`src/hw/rtl/bca_pkg.sv`:
```
// Shared types and constants for the bitmap cluster allocator.
// Holds the controller state type, command/status structs and field widths.
// No dependencies.
package bca_pkg;

   localparam int IDX_W  = 14;
   localparam int CNT_W  = 15;
   localparam int FUNC_W = 2;
   localparam int WORD_W = 64;

   localparam logic [CNT_W-1:0] PART_RESET = 15'd16384;
   localparam logic [CNT_W-1:0] CNT_MAX    = 15'h7FFF;

   typedef enum logic [FUNC_W-1:0] {
      FUNC_ALLOC  = 2'd0,
      FUNC_FREE   = 2'd1,
      FUNC_FORMAT = 2'd2,
      FUNC_NOP    = 2'd3
   } func_type;

   typedef enum logic [2:0] {
      ST_INIT,
      ST_IDLE,
      ST_FMT,
      ST_SCAN,
      ST_ALLOC_WR,
      ST_FREE_RD,
      ST_FREE_WR,
      ST_DONE
   } state_type;

   typedef struct packed {
      logic start;
      logic fmt_wr;
      logic scan_rd;
      logic scan_chk;
      logic alloc_wr;
      logic free_rd;
      logic free_wr;
      logic rsp_load;
   } cmd_type;

   typedef struct packed {
      logic fmt_last;
      logic hit;
      logic miss_end;
      logic refused;
      logic rsp_free;
   } sts_type;

endpackage

```
`src/hw/rtl/bca_ctrl.sv`:
```
// Controller state machine of the bitmap cluster allocator.
// Depends on bca_pkg; drives the datapath through cmd_type, reads sts_type.
module bca_ctrl
   import bca_pkg::*;
(
   input  logic                clock,
   input  logic                reset,
   input  logic                req_tvalid,
   input  logic [FUNC_W-1:0]   req_func,
   output logic                req_tready,
   output cmd_type             cmd,
   input  sts_type             sts
);
   state_type state_ff, state_in;
   func_type  func;

   assign func = func_type'(req_func);

   always_ff @(posedge clock) begin
      if (reset) begin
         state_ff <= ST_INIT;
      end else begin
         state_ff <= state_in;
      end
   end

   always_comb begin
      state_in = state_ff;
      unique case (state_ff)
         ST_INIT, ST_FMT: begin
            if (sts.fmt_last) state_in = (state_ff == ST_INIT) ? ST_IDLE : ST_DONE;
         end
         ST_IDLE: begin
            if (req_tvalid) begin
               unique case (func)
                  FUNC_ALLOC:  state_in = ST_SCAN;
                  FUNC_FREE:   state_in = ST_FREE_RD;
                  FUNC_FORMAT: state_in = ST_FMT;
                  default:     state_in = ST_DONE;
               endcase
            end
         end
         ST_SCAN: begin
            priority if (sts.hit) begin
               state_in = sts.refused ? ST_DONE : ST_ALLOC_WR;
            end else if (sts.miss_end) begin
               state_in = ST_DONE;
            end
         end
         ST_ALLOC_WR: state_in = ST_DONE;
         ST_FREE_RD:  state_in = ST_FREE_WR;
         ST_FREE_WR:  state_in = ST_DONE;
         ST_DONE: begin
            if (sts.rsp_free) state_in = ST_IDLE;
         end
         default: state_in = ST_INIT;
      endcase
   end

   always_comb begin
      cmd        = '0;
      req_tready = 1'b0;
      unique case (state_ff)
         ST_INIT, ST_FMT: cmd.fmt_wr = 1'b1;
         ST_IDLE: begin
            req_tready = 1'b1;
            cmd.start  = req_tvalid;
         end
         ST_SCAN: begin
            cmd.scan_rd  = 1'b1;
            cmd.scan_chk = 1'b1;
         end
         ST_ALLOC_WR: cmd.alloc_wr = 1'b1;
         ST_FREE_RD:  cmd.free_rd  = 1'b1;
         ST_FREE_WR:  cmd.free_wr  = 1'b1;
         ST_DONE:     cmd.rsp_load = sts.rsp_free;
         default: ;
      endcase
   end

endmodule

```
`config.mk`:
```
export PLATFORM = sky130hd
export DESIGN_NAME = bca_ctrl
export DESIGN_NICKNAME = d
export VERILOG_FILES = /design/src/hw/rtl/bca_pkg.sv /design/src/hw/rtl/bca_ctrl.sv
export SDC_FILE = /design/constraint.sdc
export NUM_CORES = 1
export LEC_CHECK = 0
export ABC_AREA = 1
export CAP_MARGIN = 15
export CORE_AREA = 4 4 41 43
export DETAILED_ROUTE_END_ITERATION = 6
export DIE_AREA = 0 0 45 47
export DONT_BUFFER_PORTS = 1
export HOLD_SLACK_MARGIN = 0.03
export MAX_ROUTING_LAYER = met4
export PLACE_DENSITY_LB_ADDON = 0.12
export SYNTH_ARGS = -nofsm -noshare
export SYNTH_HDL_FRONTEND = slang
export SYNTH_SLANG_ARGS = --single-unit
export TNS_END_PERCENT = 20
```
`constraint.sdc`:
```
create_clock -name clock -period 1.1 [get_ports clock]
set_input_delay 0.165 -clock clock [delete_from_list [all_inputs] [get_ports clock]]
set_output_delay 0.165 -clock clock [all_outputs]
set_load 0.02 [all_outputs]
```
==> results.ini <==
[synth]
ys_seq_area_share_pct=20.3
syn_nets=69
synth_cell_types=12
synth_area_sq_um=297
syn_avg_cell_area_sq_um=5.03
synth.largest_area_cell=dfxtp_1
synth.ff_latch_count=3
synth_top_cell_area_share_pct=20.3
synth_area_leaders=dfxtp_1, nand2_1, nor2_1, inv_1, nor2_2
yosysWarningCount=0
syn_inst=59

[detailed_routing]
first_pass_iters=3
ant_nets=0
drc_errors=0
wl_um=851
via_per_inst=4.05
post_drt_wl_per_cell_um=9.25
num_vias=373
initialDrtViolationCount=2

[timing]
finalMaxSlewViolations=0
finalCriticalPeriod_ns=1.21
rsz0062_at_grt=true
worst_slew_pin_slew_ns=0.282
worst_slack_ns=-0.106
hold_violations=0
fin_skew_ns=0.00403
finalSetupViolCount=9
min_period_over_period_pct=110
fmax_ghz=0.829
relSlewSlack_pct=81.0
tns_ns=-0.515

[worst_setup_path]
cp-end-kind=primary output
cp_max_fo=7
arrival_ns=1.04
cp_data_required_time_ns=0.94
slowest_stage=dfxtp_4
reg2reg_slack_ns=-0.03
r2r-start=state_ff[0]
worstRegToRegCells=8
cp-startpoint=state_ff[2]
crit_path_start_kind=register
crit_top_cell=buf_6
crit_type=register to primary output
worstPathCellList=buf_6 > nor2_4 > buf_4 > buf_6
worstReg2RegEnd=state_ff[1]
cpPeakStageDelay_ns=0.36

[global_routing]
grt.overflow.total=0
grt_max_degree=8
grt_first_pass_wirelength_mm=1.52
groute.usage.overall_pct=10.2
grt_pass1_vias=388
antenna_found_initial=0

[floorplan]
start_util_pct=22.8
die_w_um=45
core_sq_um=1300
io_pins=19
num_rows=13
die_h_um=47
die-area_sq_um=2120

[status]
status=finished with violations
violations=setup timing

[worst_hold_path]
hold_start=reset
worstHoldPathType=input port to register
hold_depth=3
holdPathEnd=state_ff[1]

[power]
p_leak_nw=0.274
cellPowerDensity_nw_per_um2=1750
ir_drop_v=0.000909

[cts]
clkSinkCount=3
numCtsBuffers=3
insertion_delay_ns=0.23
root_buffer=clkbuf_4
path_clk_slew_ns=0.03
cts_htree_levels=1
cts_max_path_buffers=2
cts_tree=built

[placement]
dp.cells=86
dpl.hpwl_um=706
io_buffers=0
routabilityCongestion=0.722
pre_cts_ws_ns=-0.173

[layout]
synthToLayoutAreaGrowth_pct=86.5
top_regs=state_ff x3
nets=88
regMostFlops=state_ff
filler_cell_count=154
largest_register_ffs=3
final_layout_size_suffix_gt1_share_pct=51.9
fin_cells=92
regArea_sq_um=71.3
most-common-layout-cells=nand2_1, inv_1, nor2_1, buf_4, buf_6
multi_input_area_sq_um=241
n_antenna_cell=0
final_common_cell=nand2_1

[job]
cap_violations=0

==> metrics by stage <==
step	instance area [sq um]	utilization [%]	power, mW	hold WS [ns]
3_5_place_dp	437	33.6	0.652	0.354
2_1_floorplan	325	-	0.474	0.327
6_report	553	42.5	0.970	0.118
3_3_place_gp	437	33.6	0.654	0.349
5_1_grt	553	42.5	1.06	0.112
4_1_cts	524	40.3	0.949	0.105
==> area by class of cell <==
| type | instances | area share, % |
|---|---|---|
| repair buffers | 16 | 27.1 |
| well taps | 15 | 3.39 |
| inverters | 12 | 8.14 |
| clock buffers | 4 | 4.75 |
| flip-flops and latches | 3 | 12.9 |
| multi-input cells | 42 | 43.7 |
==> power by group <==
group	switching [mW]	internal (mW)
clock network	0.0496	0.135
registers	0.0443	0.150
logic	0.312	0.279
==> how the worst max path moves through the flow <==
stage	cells after the start	to	slack (ns)
after CTS	5	cmd[7]	-0.12
after global routing	4	req_tready	-0.17
after detailed placement	8	state_ff[1]	-0.17
after global placement	8	state_ff[1]	-0.17
after floorplan	5	cmd[0]	-0.04
final	4	req_tready	-0.11
==> Yosys cell counts <==
library cell,instances
nand3_1,2
inv_1,12
nand2_1,15
o21ai_0,3
a21oi_1,2
nor2_2,3
nor2_1,15
dfxtp_1,3
clkbuf_2,1
nand4_1,1
buf_4,1
nand2_2,1
==> critical path: cells and delay by family (launching register included) <==
kind / cells / cell delay, ns
DFF: 1 / 0.36
buffers and inverters: 3 / 0.34
and+or+nand+nor: 1 / 0.11
==> repair_timing <==
action                     CTS  global route
pin swaps                    6             8
gates cloned                 0             0
buffers inserted             2             0
setup endpoints to repair   12            12
hold buffers                 0             0
resized for setup           18            10
==> logic make-up (layout without fill, tap and decap cells) <==
| logic type | Yosys count | in the layout | share of synthesized area (%) |
|---|---|---|---|
| buf+inv | 14 | 32 | 19.4 |
| compound gates | 5 | 5 | 8.44 |
| flops | 3 | 3 | 20.3 |
| simple gates | 37 | 37 | 51.9 |
==> metal layers <==
layer	GRT usage, %	vias to the layer above	part of all wire [%]
met4	2.34	0	0
met1	12.0	155	45
met5	-	-	0
li1	-	210	-
met2	15.8	8	50
met3	4.60	0	5.3
Note: power is estimated with default switching activity, not from simulation.
